[src/design/bsc_pkg.sv]
// Shared types, constants and control bundles for the block store compactor.
package bsc_pkg;

    localparam int BLOCKS     = 16;
    localparam int DATA_WIDTH = 16;
    localparam int IDX_W      = $clog2(BLOCKS);
    localparam int CNT_W      = $clog2(BLOCKS + 1);
    localparam int OP_W       = 2;
    localparam int VALUE_W    = 16;
    localparam int POS_W      = 8;
    localparam int STATUS_W   = 3;
    localparam int SLOT_W     = 4;

    typedef logic [DATA_WIDTH-1:0] data_t;
    typedef logic [IDX_W-1:0]      idx_t;
    typedef logic [CNT_W-1:0]      cnt_t;
    typedef logic [BLOCKS-1:0]     used_t;

    typedef enum logic [OP_W-1:0] {
        OP_INSERT = 2'd0,
        OP_DELETE = 2'd1,
        OP_DEFRAG = 2'd2,
        OP_NONE   = 2'd3
    } op_t;

    typedef enum logic [STATUS_W-1:0] {
        ST_OK           = 3'd0,
        ST_FULL         = 3'd1,
        ST_EMPTY        = 3'd2,
        ST_BAD_POS      = 3'd3,
        ST_ALREADY_FREE = 3'd4
    } status_t;

    // Commands from the controller to the datapath
    typedef struct packed {
        logic ready;       // input channel may take a beat
        logic dispatch;    // decode latched op, stage status, start walk or pack
        logic walk_step;   // advance the insert walk by one block
        logic walk_write;  // write the value at the walk position
        logic pack_step;   // scan one block during compaction, moving it if used
        logic publish;     // load the result register
    } bsc_cmd_t;

    // Status from the datapath to the controller
    typedef struct packed {
        op_t  op;
        logic req_valid;
        logic full;
        logic free_at_p;
        logic pack_last;
        logic out_busy;
    } bsc_stat_t;

endpackage

[src/design/bsc_req_if.sv]
// Request channel: one operation beat with valid/ready handshake.
interface bsc_req_if import bsc_pkg::*; ();
    logic                       valid;
    logic                       ready;
    logic [OP_W-1:0]            op;
    logic signed [VALUE_W-1:0]  value;
    logic [POS_W-1:0]           position;

    modport source (output valid, output op, output value, output position, input ready);
    modport sink   (input valid, input op, input value, input position, output ready);
endinterface

[src/design/bsc_rsp_if.sv]
// Result channel: one result beat with valid/ready handshake.
interface bsc_rsp_if import bsc_pkg::*; ();
    logic                valid;
    logic                ready;
    logic [STATUS_W-1:0] status;
    logic [SLOT_W-1:0]   slot;
    logic                full_res;
    logic                empty_res;

    modport source (output valid, output status, output slot, output full_res,
                    output empty_res, input ready);
    modport sink   (input valid, input status, input slot, input full_res,
                    input empty_res, output ready);
endinterface

[src/design/bsc_ctrl.sv]
// Controller: sequences accept, dispatch, insert walk, compaction and result.
module bsc_ctrl import bsc_pkg::*; (
    input  logic      clk,
    input  logic      rst_n,
    input  bsc_stat_t stat,
    output bsc_cmd_t  cmd
);

    typedef enum logic [2:0] {
        S_IDLE,
        S_DISPATCH,
        S_WALK,
        S_PACK,
        S_DRAIN,
        S_FINISH
    } state_t;

    state_t state_reg;
    state_t state_next;

    // Next state and commands
    always_comb
    begin
        state_next = state_reg;
        cmd        = '0;
        case (state_reg)
            S_IDLE:
            begin
                cmd.ready = 1'b1;
                if (stat.req_valid)
                begin
                    state_next = S_DISPATCH;
                end
            end
            S_DISPATCH:
            begin
                cmd.dispatch = 1'b1;
                if (stat.op == OP_INSERT && !stat.full)
                begin
                    state_next = S_WALK;
                end
                else if (stat.op == OP_DEFRAG && !stat.full)
                begin
                    state_next = S_PACK;
                end
                else
                begin
                    state_next = S_FINISH;
                end
            end
            S_WALK:
            begin
                if (stat.free_at_p)
                begin
                    cmd.walk_write = 1'b1;
                    state_next     = S_FINISH;
                end
                else
                begin
                    cmd.walk_step = 1'b1;
                end
            end
            S_PACK:
            begin
                cmd.pack_step = 1'b1;
                if (stat.pack_last)
                begin
                    state_next = S_DRAIN;
                end
            end
            S_DRAIN:
            begin
                // last block move lands in memory this cycle
                state_next = S_FINISH;
            end
            S_FINISH:
            begin
                if (!stat.out_busy)
                begin
                    cmd.publish = 1'b1;
                    state_next  = S_IDLE;
                end
            end
            default:
            begin
                state_next = S_IDLE;
            end
        endcase
    end

    // State register
    always_ff @(posedge clk or negedge rst_n)
    begin
        if (!rst_n)
        begin
            state_reg <= S_IDLE;
        end
        else
        begin
            state_reg <= state_next;
        end
    end

`ifndef NO_ASSERTIONS
    a_accept_dispatch: assert property (@(posedge clk) disable iff (!rst_n)
        (state_reg == S_IDLE && stat.req_valid) |=> state_reg == S_DISPATCH)
        else $error("accepted beat not dispatched");
    a_pack_drain: assert property (@(posedge clk) disable iff (!rst_n)
        (state_reg == S_PACK && stat.pack_last) |=> state_reg == S_DRAIN)
        else $error("compaction did not end in drain");
    a_finish_wait: assert property (@(posedge clk) disable iff (!rst_n)
        (state_reg == S_FINISH && stat.out_busy) |=> state_reg == S_FINISH)
        else $error("result dropped while output busy");
`endif

endmodule

[src/design/bsc_datapath.sv]
// Datapath: used flags, block memory, insert pointer, walk and pack counters, result register.
module bsc_datapath import bsc_pkg::*; (
    input  logic         clk,
    input  logic         rst_n,
    input  bsc_cmd_t     cmd,
    output bsc_stat_t    stat,
    bsc_req_if.sink      req,
    bsc_rsp_if.source    rsp
);

    // Block memory, written at one address per cycle
    data_t mem [BLOCKS];

    used_t   used_reg;
    used_t   used_next;
    idx_t    ptr_reg;
    idx_t    p_reg;
    idx_t    i_reg;
    cnt_t    dst_reg;
    logic    mv_pend_reg;
    idx_t    mv_addr_reg;
    data_t   rd_reg;
    logic    out_valid_reg;

    op_t                       op_reg;
    logic signed [VALUE_W-1:0] value_reg;
    logic [POS_W-1:0]          position_reg;
    status_t                   res_status_reg;
    logic [SLOT_W-1:0]         res_slot_reg;
    logic [STATUS_W-1:0]       out_status_reg;
    logic [SLOT_W-1:0]         out_slot_reg;
    logic                      out_full_reg;
    logic                      out_empty_reg;

    logic  full;
    logic  empty;
    logic  accept;
    logic  del_in_range;
    idx_t  del_idx;
    logic  del_ok;
    data_t wr_data;
    logic  wr_nz;
    cnt_t  dst_dec;
    idx_t  dst_m1;
    idx_t  p_inc;

    status_t           disp_status;
    logic [SLOT_W-1:0] disp_slot;

    assign full    = &used_reg;
    assign empty   = ~|used_reg;
    assign accept  = req.valid && cmd.ready;

    // Delete checks on the latched position
    assign del_in_range = (position_reg != '0) && (position_reg <= POS_W'(BLOCKS));
    assign del_idx      = IDX_W'(position_reg - POS_W'(1));
    assign del_ok       = !empty && del_in_range && used_reg[del_idx];

    // Insert data, sign-extended or cut to the block width
    assign wr_data = DATA_WIDTH'(value_reg);
    assign wr_nz   = (wr_data != '0);

    assign dst_dec = dst_reg - CNT_W'(1);
    assign dst_m1  = dst_dec[IDX_W-1:0];
    assign p_inc   = (p_reg == IDX_W'(BLOCKS - 1)) ? '0 : p_reg + IDX_W'(1);

    // Status toward the controller
    assign stat.op        = op_reg;
    assign stat.req_valid = req.valid;
    assign stat.full      = full;
    assign stat.free_at_p = !used_reg[p_reg];
    assign stat.pack_last = (i_reg == '0);
    assign stat.out_busy  = out_valid_reg && !rsp.ready;

    assign req.ready     = cmd.ready;
    assign rsp.valid     = out_valid_reg;
    assign rsp.status    = out_status_reg;
    assign rsp.slot      = out_slot_reg;
    assign rsp.full_res  = out_full_reg;
    assign rsp.empty_res = out_empty_reg;

    // Status and slot decided at dispatch
    always_comb
    begin
        disp_status = ST_OK;
        disp_slot   = '0;
        case (op_reg)
            OP_INSERT:
            begin
                if (full)
                begin
                    disp_status = ST_FULL;
                end
            end
            OP_DELETE:
            begin
                if (empty)
                begin
                    disp_status = ST_EMPTY;
                end
                else if (!del_in_range)
                begin
                    disp_status = ST_BAD_POS;
                end
                else if (!used_reg[del_idx])
                begin
                    disp_status = ST_ALREADY_FREE;
                end
                else
                begin
                    disp_slot = SLOT_W'(del_idx);
                end
            end
            default:
            begin
                disp_status = ST_OK;
            end
        endcase
    end

    // Used flags next value
    always_comb
    begin
        used_next = used_reg;
        if (cmd.dispatch && op_reg == OP_DELETE && del_ok)
        begin
            used_next[del_idx] = 1'b0;
        end
        if (cmd.walk_write)
        begin
            used_next[p_reg] = wr_nz;
        end
        if (cmd.pack_step && used_reg[i_reg])
        begin
            used_next[i_reg]  = 1'b0;
            used_next[dst_m1] = 1'b1;
        end
    end

    // Control registers
    always_ff @(posedge clk or negedge rst_n)
    begin
        if (!rst_n)
        begin
            used_reg      <= '0;
            ptr_reg       <= '0;
            mv_pend_reg   <= 1'b0;
            out_valid_reg <= 1'b0;
        end
        else
        begin
            used_reg    <= used_next;
            mv_pend_reg <= cmd.pack_step && used_reg[i_reg];
            if (cmd.dispatch && op_reg == OP_DEFRAG && !full)
            begin
                ptr_reg <= '0;
            end
            else if (cmd.walk_write)
            begin
                ptr_reg <= p_reg;
            end
            if (cmd.publish)
            begin
                out_valid_reg <= 1'b1;
            end
            else if (rsp.ready)
            begin
                out_valid_reg <= 1'b0;
            end
        end
    end

    // Payload, counters and staged result
    always_ff @(posedge clk)
    begin
        if (accept)
        begin
            op_reg       <= op_t'(req.op);
            value_reg    <= req.value;
            position_reg <= req.position;
        end
        if (cmd.dispatch)
        begin
            p_reg          <= ptr_reg;
            i_reg          <= IDX_W'(BLOCKS - 1);
            dst_reg        <= CNT_W'(BLOCKS);
            res_status_reg <= disp_status;
            res_slot_reg   <= disp_slot;
        end
        else if (cmd.walk_write)
        begin
            res_slot_reg <= SLOT_W'(p_reg);
        end
        if (cmd.walk_step)
        begin
            p_reg <= p_inc;
        end
        if (cmd.pack_step)
        begin
            i_reg <= i_reg - IDX_W'(1);
            if (used_reg[i_reg])
            begin
                dst_reg     <= dst_dec;
                mv_addr_reg <= dst_m1;
            end
        end
        if (cmd.publish)
        begin
            out_status_reg <= res_status_reg;
            out_slot_reg   <= res_slot_reg;
            out_full_reg   <= full;
            out_empty_reg  <= empty;
        end
    end

    // Block memory: insert write, or move write in the cycle after its read
    always_ff @(posedge clk)
    begin
        rd_reg <= mem[i_reg];
        if (cmd.walk_write)
        begin
            mem[p_reg] <= wr_data;
        end
        else if (mv_pend_reg)
        begin
            mem[mv_addr_reg] <= rd_reg;
        end
    end

`ifndef NO_ASSERTIONS
    a_pack_keeps_count: assert property (@(posedge clk) disable iff (!rst_n)
        cmd.pack_step |=> $countones(used_reg) == $past($countones(used_reg)))
        else $error("compaction changed the number of used blocks");
    a_walk_hits_free: assert property (@(posedge clk) disable iff (!rst_n)
        cmd.walk_write |-> !used_reg[p_reg])
        else $error("insert wrote over a used block");
    a_pack_dst_above: assert property (@(posedge clk) disable iff (!rst_n)
        cmd.pack_step |-> dst_reg > {1'b0, i_reg})
        else $error("pack destination fell below the scan index");
    a_publish_valid: assert property (@(posedge clk) disable iff (!rst_n)
        cmd.publish |=> out_valid_reg)
        else $error("published result not presented");
`endif

endmodule

[src/design/block_store_compactor_unit.sv]
// Steps from request beat to result register: a delete, no-op, refused op or defragment of a full
// store goes through dispatch to finish; an insert walks the blocks from the insert pointer to the
// first free one, then writes it; a defragment of a store that is not full scans every block from the
// top, moving each used one, then drains. One item at a time: the next beat is taken the cycle after
// the result is loaded, so an item also waits while the previous result is held on the output.
// Asynchronous active-low reset: all blocks free, insert pointer at block 0, no result.
module block_store_compactor_unit import bsc_pkg::*; (
    input  logic      clk,
    input  logic      rst_n,
    bsc_req_if.sink   req,
    bsc_rsp_if.source rsp
);

    bsc_cmd_t  cmd;
    bsc_stat_t stat;

    // Sequencer
    bsc_ctrl u_ctrl (
        .clk   (clk),
        .rst_n (rst_n),
        .stat  (stat),
        .cmd   (cmd)
    );

    // Storage and result path
    bsc_datapath u_datapath (
        .clk   (clk),
        .rst_n (rst_n),
        .cmd   (cmd),
        .stat  (stat),
        .req   (req),
        .rsp   (rsp)
    );

endmodule
[src/flat_wrapper.sv]
// flat-port wrapper written by rule: the top's interface ports become plain ports
module block_store_compactor_unit_flat import bsc_pkg::*;
  (clk, rst_n, req_valid, req_op, req_value, req_position, req_ready, rsp_valid, rsp_status, rsp_slot, rsp_full_res, rsp_empty_res, rsp_ready);
  bsc_req_if req_i ();
  bsc_rsp_if rsp_i ();
  input  logic clk;
  input  logic rst_n;
  input wire logic [$bits(req_i.valid)-1:0] req_valid;
  input wire logic [$bits(req_i.op)-1:0] req_op;
  input wire logic [$bits(req_i.value)-1:0] req_value;
  input wire logic [$bits(req_i.position)-1:0] req_position;
  output wire logic [$bits(req_i.ready)-1:0] req_ready;
  output wire logic [$bits(rsp_i.valid)-1:0] rsp_valid;
  output wire logic [$bits(rsp_i.status)-1:0] rsp_status;
  output wire logic [$bits(rsp_i.slot)-1:0] rsp_slot;
  output wire logic [$bits(rsp_i.full_res)-1:0] rsp_full_res;
  output wire logic [$bits(rsp_i.empty_res)-1:0] rsp_empty_res;
  input wire logic [$bits(rsp_i.ready)-1:0] rsp_ready;
  assign req_i.valid = req_valid;
  assign req_i.op = req_op;
  assign req_i.value = req_value;
  assign req_i.position = req_position;
  assign req_ready = req_i.ready;
  assign rsp_valid = rsp_i.valid;
  assign rsp_status = rsp_i.status;
  assign rsp_slot = rsp_i.slot;
  assign rsp_full_res = rsp_i.full_res;
  assign rsp_empty_res = rsp_i.empty_res;
  assign rsp_i.ready = rsp_ready;
  block_store_compactor_unit u_core (.clk(clk), .rst_n(rst_n), .req(req_i), .rsp(rsp_i));
endmodule
[config.mk]
export PLATFORM = sky130hd
export DESIGN_NAME = block_store_compactor_unit_flat
export DESIGN_NICKNAME = d
export VERILOG_FILES = /design/src/design/bsc_pkg.sv /design/src/design/bsc_req_if.sv /design/src/design/bsc_rsp_if.sv /design/src/design/bsc_ctrl.sv /design/src/design/bsc_datapath.sv /design/src/design/block_store_compactor_unit.sv /design/src/flat_wrapper.sv
export SDC_FILE = /design/constraint.sdc
export NUM_CORES = 1
export LEC_CHECK = 0
export BUFFER_PORTS_ARGS = -buffer_cell sky130_fd_sc_hd__buf_4
export CORE_AREA = 2 2 91 93
export CTS_BUF_LIST = sky130_fd_sc_hd__clkbuf_8
export DETAILED_ROUTE_END_ITERATION = 7
export DIE_AREA = 0 0 93 95
export PLACE_DENSITY = 0.79
export SLEW_MARGIN = 10
export SYNTH_ARGS = -nofsm -noshare
export SYNTH_HDL_FRONTEND = slang
export SYNTH_HIERARCHICAL = 1
export SYNTH_SLANG_ARGS = --single-unit
[constraint.sdc]
create_clock -name clk -period 4.1 [get_ports clk]
set_input_delay 0.41 -clock clk [delete_from_list [all_inputs] [get_ports clk]]
set_output_delay 0.41 -clock clk [all_outputs]
set_load 0.005 [all_outputs]
After elaboration in Yosys (flattened, before gate mapping):

Cells that the tools add are included.

* output and inout port bits: 11
* logic and storage cells: 133
* flip-flop bits (word level): 79
* input port bits: 30

* mux-type cells: 55
* add/sub/neg operators: 4
* reductions and logical operators: 32
* bitwise operators: 5
* magnitude comparators: 9
* equality and inequality tests: 12

Operators with widths (count)
* 16-bit 2-to-1 mux: 3
* 4-bit 2-to-1 mux: 12
* 16-bit bitwise AND: 2
* 16-bit NOT: 2
* 3-bit 2-to-1 mux: 9
* 4-bit by 5-bit < comparator with 1-bit output (second input constant): 4
* 3-bit one-hot mux with 6 select lines: 1
* 1-bit 2-to-1 mux: 17
* 16-bit bitwise mux: 1
* 1-bit demux with 4-bit select: 4
* 4-bit by 1-bit >= comparator with 1-bit output (second input constant): 4
* 1-bit logical AND: 16
* 16-bit bitwise OR: 1
* 16-bit AND reduction: 1
* 16-bit nonzero test: 1
* 16-bit OR reduction: 1
* 5-bit 2-to-1 mux: 3
* 1-bit binary-select mux with 4-bit select: 3
* 2-bit nonzero test: 5
* 8-bit by 5-bit less-or-equal comparator with 1-bit output (second input constant): 1
* 8-bit nonzero test: 1
* 4-bit by 1-bit subtractor with 4-bit output (second input constant): 2
* 3-bit by 2-bit == test with 1-bit output (second input constant): 2
* 3-bit == test (second input constant): 2
* other kinds (15): 19

Depth between registers and ports, before layout:

Gate-level depths: netlist of run 1.

* word-level depth: 13
* gate-level depth with buffers: 11
* mapped depth without buffers: 9

By module:

The synthesis of run 1 kept the hierarchy.

By module, submodules not included
* bsc_datapath: seq. area each 2107.0 um^2, instances 1, area each 4355.4 um^2, cells each 389
* bsc_ctrl: seq. area each 75.1 um^2, instances 1, area each 277.8 um^2, cells each 34

Worst setup path after synthesis of run 1:

Ideal clock, no wire load.

* path type: register to register
* from: register u_core.u_datapath.p_reg[0]
* to: register u_core.u_datapath.used_reg[0]
* path slack: 1133 ps
* library setup time: 78 ps
* clock period less this slack: 2967 ps
* arrival time: 2889 ps
* path buffers: 2
* cell stages (with the launch flop): 10
* required time: 4022 ps
* cell sequence: edfxtp_1 > clkbuf_1 > mux4_2 > mux4_2 > inv_1 > and3_1 > clkbuf_1 > nand2_1 > o311ai_0 > o2bb2ai_1

RTL lines
* start: declaration: line bsc_datapath.sv:17 `idx_t p_reg;`
* start signal: assignment: line bsc_datapath.sv:184 `p_reg <= ptr_reg;`
* start signal: assignment: line bsc_datapath.sv:196 `p_reg <= p_inc;`
* end signal: assignment: line bsc_datapath.sv:152 `used_reg <= used_next;`
* end: declaration: line bsc_datapath.sv:14 `used_t used_reg;`

==> results of run 1 <==
[synthesized netlist by cell type (2+ instances only)]
cell type | instances | area [um2]
and3_1 | 4 | 25.0
o31ai_1 | 6 | 45.0
a311oi_1 | 3 | 26.3
and2_1 | 5 | 31.3
and3b_1 | 2 | 17.5
or2_2 | 6 | 37.5
mux2_2 | 10 | 113
xnor2_1 | 5 | 43.8
a21oi_1 | 12 | 60.1
inv_1 | 13 | 48.8
buf_6 | 4 | 45.0
o221ai_1 | 9 | 78.8
nand3b_1 | 2 | 15.0
and4_1 | 2 | 17.5
nor4b_1 | 2 | 17.5
o21ai_1 | 2 | 10.0
xor2_1 | 2 | 17.5
edfxtp_1 | 50 | 1500
ha_1 | 17 | 213
buf_2 | 4 | 20.0
mux2i_1 | 11 | 110
buf_4 | 4 | 30.0
o21ai_0 | 7 | 35.0
nand4_1 | 8 | 50.1
o2bb2ai_1 | 4 | 35.0
dfxtp_1 | 4 | 80.1
nor3_1 | 6 | 30.0
clkbuf_1 | 13 | 48.8
a31o_2 | 2 | 17.5
nor2b_1 | 6 | 37.5
nand2_1 | 41 | 154
dfrtp_1 | 24 | 601
o311ai_0 | 3 | 26.3
a31oi_1 | 5 | 31.3
o22ai_1 | 18 | 113
mux4_2 | 10 | 225
nand3_1 | 14 | 70.1
nor4_1 | 15 | 93.8
nand2b_1 | 6 | 37.5
nor2_1 | 34 | 128
[cells by family (layout without fill, tap and decap cells)]
group	after synthesis	count (layout)	synth area share
AND/OR/NAND/NOR	166	166	0.193
AO/OA/AOI/OAI	82	82	0.126
flip-flops	78	78	0.471
buffers and inverters	39	73	0.0424
multiplexers	34	34	0.109
adder cells (fa/ha/maj)	17	17	0.0459
XOR/XNOR	7	7	0.0132
[through the flow]
stage,hold WS [ns],total power [mW],area (um2),worst slack (ns)
floorplan,0.114,2.27,4630,1.13
global route,0.198,3.42,5140,0.663
global placement,0.334,2.59,4940,1.08
CTS,0.203,3.23,5140,0.908
finish,0.214,3.25,5140,0.817
detailed placement,0.338,2.64,4940,0.919
[worst min-delay path by stage]
stage	slack (ns)	cells after the start	start	endpoint
CTS	0.20	1	req_position[4]	u_core/u_datapath/position_reg[4]
detailed placement	0.34	1	rst_n	u_core/u_ctrl/state_reg[0]
global route	0.20	1	req_op[1]	u_core/u_datapath/op_reg[1]
global placement	0.33	1	rst_n	u_core/u_datapath/rsp.valid
finish	0.21	1	req_position[4]	u_core/u_datapath/position_reg[4]
floorplan	0.11	0	rst_n	u_core/u_ctrl/state_reg[0]
[where the power goes]
part | switching, mW | internal, mW
clock network | 0.300 | 0.283
logic | 0.692 | 0.539
registers | 0.305 | 1.13
total | 1.30 | 1.95
[worst max-delay path, delay by kind of cell, from the launching register on]
family          cells  cell delay [ns]
compound gates      2             0.31
buf+inv             1             0.10
mux                 2             1.04
simple gates        3             1.15
flops               1             0.60
[final cells by class]
cell class	count	area (um2)
Multi-Input combinational cell	306	2250
Tap cell	105	131
Fill cell	646	2790
Clock buffer	9	124
Inverter	14	52.6
Clock inverter	7	72.6
Sequential cell	78	2180
Timing Repair Buffer	43	325
[routing by layer]
layer	share of wire	GRT usage	up-vias
li1	-	-	1668
met1	0.39	0.338	1764
met2	0.49	0.438	195
met3	0.085	0.0615	47
met4	0.031	0.119	0
met5	0	0	-
==> summary.txt, run 1 <==
Outcome
  – Status: completed

Cells and area
  – Most frequent cells in the layout: 50 x edfxtp_1, 42 x buf_4, 41 x nand2_1, 34 x nor2_1, 24 x dfrtp_1
  – Share of cells above drive strength 1: 0.217
  – Final #Nets: 499
  – Commonest non-fill, non-tap cell in the layout: edfxtp_1
  – Area growth syn-to-layout: 11.0%
  – Final Non-Filler Cells: 562
  – Final core occ: 0.649
  – Antenna cells: 0

Timing
  – Max Fclk: between 300 and 400 MHz
  – Slew HR: 0.258
  – Final Hold Vio Count: 0
  – Final Max Slew Viols: 0
  – Period utilisation layout: 0.801
  – Final Critical Period: ~3.3 ns
  – Clk_skew: 0.0163 ns
  – RSZ-0062 raised after global routing: false
  – Sum Neg Setup Slack: 0 ns
  – Setup-failing EPs final: 0
  – Worst Max-Slew Pin Slew: between 1 and 1.5 ns

Detailed routing
  – First drt pass iteration count: 5
  – DR vias: 3674
  – Residual DRC: 0
  – Post-route antenna net violation count: 0
  – Via density: 6.54
  – Routed len/inst: 20.0 um
  – Initial DRC Count: 546
  – Drt total wl: roughly 11000 um

Clock tree
  – H-Tree Depth: 3
  – Clock transition at path regs: 0.09 ns
  – Post-CTS setup buffer count: 0
  – Clk_lat worst skew: 0.37 ns
  – CTS resizes: 0
  – Total CTS buffers: 9
  – CTS tree: done
  – Root buf cell: clkbuf_8
  – Clock sink total: 78
  – CTS Hold Bufs: 1
  – Bufs on Longest Clock Path: 2

Yosys
  – Synth Cell Area: 4630 um2
  – Syn_nets: 470
  – Synthesis Warnings: 6
  – Cells after Synth: roughly 420
  – Top FF cell, synth: edfxtp_1
  – Synthesized area per cell: between 10 and 15 um2
  – Number of synthesized flops with an enable pin: 50
  – Synth Register Bits: 78
  – Async S/R FF share, synth: 0.308
  – Netlist cell types: 68
  – Sequential share of the synthesized area: 0.471

Critical path
  – Slowest stage delay, CP: 0.60 ns
  – Setup crit end kind: flip-flop
  – Crit path cell chain: mux4_2, mux4_2, inv_1, and3_1, nand2_1, nor3_1, o22ai_1, o22ai_1
  – Crit start category: flip-flop
  – Max FO, Critical Path: 13
  – Crit path required time: 4.37 ns
  – Reg2Reg Depth: 8
  – Worst setup path startpoint: u_core/u_datapath/p_reg[0]
  – CP Capture Point: u_core/u_datapath/used_reg[7]
  – Worst EP arrival: about 3.6 ns
  – R2r setup slk: roughly 0.82 ns
  – FF-to-FF End: u_core/u_datapath/used_reg[7]
  – R2R Path Start: u_core/u_datapath/p_reg[0]
  – Setup CP Type: flip-flop to flip-flop
  – Crit-path slowest cell: edfxtp_1

Global routing
  – Number of global-route vias before repair: about 3500
  – First-pass GRT wire length: 17700 um
  – GR Overflow Total: 0
  – Largest net degree at the start of global routing: 27
  – Global Route Usage Sum: 0.266
  – Initial antenna violation count: 0

Pwr
  – Leak Pwr: 1.93 nW
  – Peak supply drop: 0.000465 V
  – P per Cell Area: 632 nW/um2

Die
  – I/O pins: 41
  – Die W: 93 um
  – Die Height: about 95 um
  – Core area: 7930 um2
  – Row count: 33
  – Initial Utilization: 0.584
  – Die area: between 8000 and 9000 um2

Job
  – Max_cap viols: 0

Place
  – DP Wirelength: about 8200 um
  – Final Wtd Congestion: 0.928
  – I/O Buffers: 40
  – Cell count after placement: 545

Min path
  – Hold crit path type: primary input to flip-flop
Note: power is estimated with default switching activity, not from simulation.
==> run 2: changes to the inputs <==
- clock period: 4.1 -> 3.1 ns (I/O delays scaled with it)
==> summary.txt, run 2 (synthesized netlist as in run 1, its figures left out) <==
Die
  – I/O pins: 41 (unchanged)
  – Row count: 33 (unchanged)
  – Die W: 93 um (unchanged)
  – Die area: 8840 um2 (unchanged)
  – Die Height: 95 um (unchanged)
  – Core area: 7930 um2 (unchanged)
  – Initial Utilization: 0.584 (unchanged)

Detailed routing
  – Initial DRC Count: 533 (-2.4%)
  – DR top layer: met4
  – Residual DRC: 0 (unchanged)
  – Post-route antenna net violation count: 0 (unchanged)
  – Via density: 6.52 (-0.24%)
  – Wl on met1: 4750 um (+7.5%)
  – Met2 routed WL: 5780 um (+5.1%)
  – DR vias: 3802 (+3.5%)
  – First drt pass iteration count: 6 (+1)
  – Detail Route met3 WL: 1230 um (+29%)
  – Drt total wl: 12200 um (+9.0%)
  – Routed len/inst: 21.0 um (+5.0%)

Timing
  – Final Hold Vio Count: 0 (unchanged)
  – Final Critical Period: 2.92 ns (-0.364 ns)
  – Max Fclk: 343 MHz (+12%)
  – Clk_skew: 0.0136 ns (-0.00275 ns)
  – Hold Slack: 0.114 ns (-0.0997 ns)
  – Sum Neg Setup Slack: 0 ns (unchanged)
  – Final Max Slew Viols: 0 (unchanged)
  – Period utilisation layout: 0.942 (+0.141)
  – Fin worst setup slack: 0.181 ns (-0.636 ns)
  – Setup-failing EPs final: 0 (unchanged)
  – RSZ-0062 raised after global routing: false
  – Worst Max-Slew Pin Slew: 1.11 ns (-0.00501 ns)
  – Slew HR: 0.255 (-0.00347)

Critical path
  – Crit path cell chain: mux4_2, mux4_2, inv_1, and3_2, and2_1, a21oi_1, a311oi_1, o2bb2ai_1
  – Crit start category: flip-flop
  – Worst EP arrival: 3.20 ns (-0.35 ns)
  – Crit-path slowest cell: edfxtp_1
  – Slowest stage delay, CP: 0.58 ns (-0.02 ns)
  – Top cell by count, worst path: mux4_2
  – Setup crit end kind: flip-flop
  – Max FO, Critical Path: 9 (-4)
  – Crit path required time: 3.38 ns (-0.99 ns)
  – Setup CP Type: flip-flop to flip-flop

Cells and area
  – Commonest non-fill, non-tap cell in the layout: buf_4
  – Final #Nets: 520 (+4.2%)
  – Area growth syn-to-layout: 14.4%
  – Final Non-Filler Cells: 583 (+3.7%)
  – Antenna cells: 0 (unchanged)
  – Share of cells above drive strength 1: 0.253 (+0.0365)
  – Most frequent cells in the layout: 63 x buf_4, 50 x edfxtp_1, 41 x nand2_1, 34 x nor2_1, 24 x dfrtp_1

Clock tree
  – Total CTS buffers: 9 (unchanged)
  – Clk_lat worst skew: 0.36 ns (about the same)
  – Root buf cell: clkbuf_8
  – Clock sink total: 78 (unchanged)
  – Clock transition at path regs: 0.09 ns (about the same)
  – CTS tree: done
  – H-Tree Depth: 3 (unchanged)
  – Bufs on Longest Clock Path: 2 (unchanged)

Place
  – Cell count after placement: 563 (+3.3%)
  – I/O Buffers: 40 (unchanged)
  – Final Wtd Congestion: 1.02 (+10%)
  – Setup Slack @ Placement: 0.160 ns (-0.759 ns)
  – DP Wirelength: 9060 um (+11%)

Min path
  – Hold crit path type: primary input to flip-flop

Pwr
  – Leak Pwr: 2.04 nW (+5.6%)
  – Sw Share: 0.400 (+0.00142)
  – Peak supply drop: 0.000541 V (+16%)
  – Sw power: 1.80 mW (+39%)
  – Internal power: 2.69 mW (+38%)
  – Seq pwr share: 0.407 (-0.035)
  – Clock power share: 0.174 (-0.005)
  – Logic pwr share: 0.419 (+0.040)
  – P per Cell Area: 847 nW/um2 (+34%)

Global routing
  – Largest net degree at the start of global routing: 27 (unchanged)
  – First-pass GRT wire length: 19300 um (+8.6%)
  – Number of global-route vias before repair: 3650 (+4.2%)
  – GR Overflow Total: 0 (unchanged)
  – Global Route Usage Sum: 0.291 (+0.0250)
  – Initial antenna violation count: 0 (unchanged)

Job
  – Max_cap viols: 0 (unchanged)

Outcome
  – Status: completed
==> run 2: cell types whose count changed in the layout (fill, tap and decap cells not counted), sizes merged <==
| cell | previous run | this run |
|---|---|---|
| buf | 42 | 63 |
==> run 2: per-layer routing <==
metal,GRT usage,vias up
met5,0,-
met4,0.110,0
met3,0.0654,54
met2,0.479,230
met1,0.379,1799
li1,-,1719
==> run 2: critical path: cells and delay by family (launching register included) <==
family,cells,cell delay [ns]
buffers and inverters,1,0.09
muxes,2,1.03
AOI/OAI and AO/OA,3,0.56
and+or+nand+nor,2,0.57
DFF,1,0.58
==> run 2: area by class of cell <==
cell class	instances	area [um2]
inverters	14	52.6
repair buffers	64	483
multi-input cells	306	2260
clock buffers	9	124
well taps	105	131
clock inverters	7	72.6
fillers	616	2630
flip-flops and latches	78	2180
==> run 2: final timing paths <==
check                      cells past startpoint  slack, ns                         startpoint                           endpoint
min                                            1       0.11                    req_position[4]  u_core/u_datapath/position_reg[4]
max reg2reg                                    8       0.18         u_core/u_datapath/p_reg[0]      u_core/u_datapath/used_reg[2]
max in group asynchronous                      2       2.44                              rst_n     u_core/u_datapath/used_reg[13]
min reg2reg                                    0       0.43  u_core/u_datapath/res_slot_reg[0]      u_core/u_datapath/rsp.slot[0]
max                                            8       0.18         u_core/u_datapath/p_reg[0]      u_core/u_datapath/used_reg[2]
min in group asynchronous                      2       0.38                              rst_n        u_core/u_datapath/rsp.valid
==> run 2: through the flow <==
stage          utilization  instance area, um2  total power, mW
3_5_place_dp         0.640                5070             3.63
4_1_cts              0.666                5280             4.41
3_3_place_gp         0.640                5070             3.56
2_1_floorplan            -                4630             3.00
6_report             0.669                5300             4.49
5_1_grt              0.669                5300             4.72
==> run 2: power by group through the flow <==
| stage | Clock, mW | Combinational [mW] | Sequential [mW] |
|---|---|---|---|
| after CTS | 0.791 | 1.81 | 1.81 |
| after global placement | 0 | 1.75 | 1.81 |
| final | 0.782 | 1.88 | 1.83 |
| after global routing | 0.834 | 2.03 | 1.86 |
| after detailed placement | 0 | 1.80 | 1.83 |
| after floorplan | 0 | 1.32 | 1.68 |
==> run 2: repair_timing <==
action	4_1_cts	5_1_grt
endpoints found under the hold margin	24	0
endpoints found under the setup margin	0	14
resized for setup	0	1
hold buffers	1	0
setup buffers	0	3
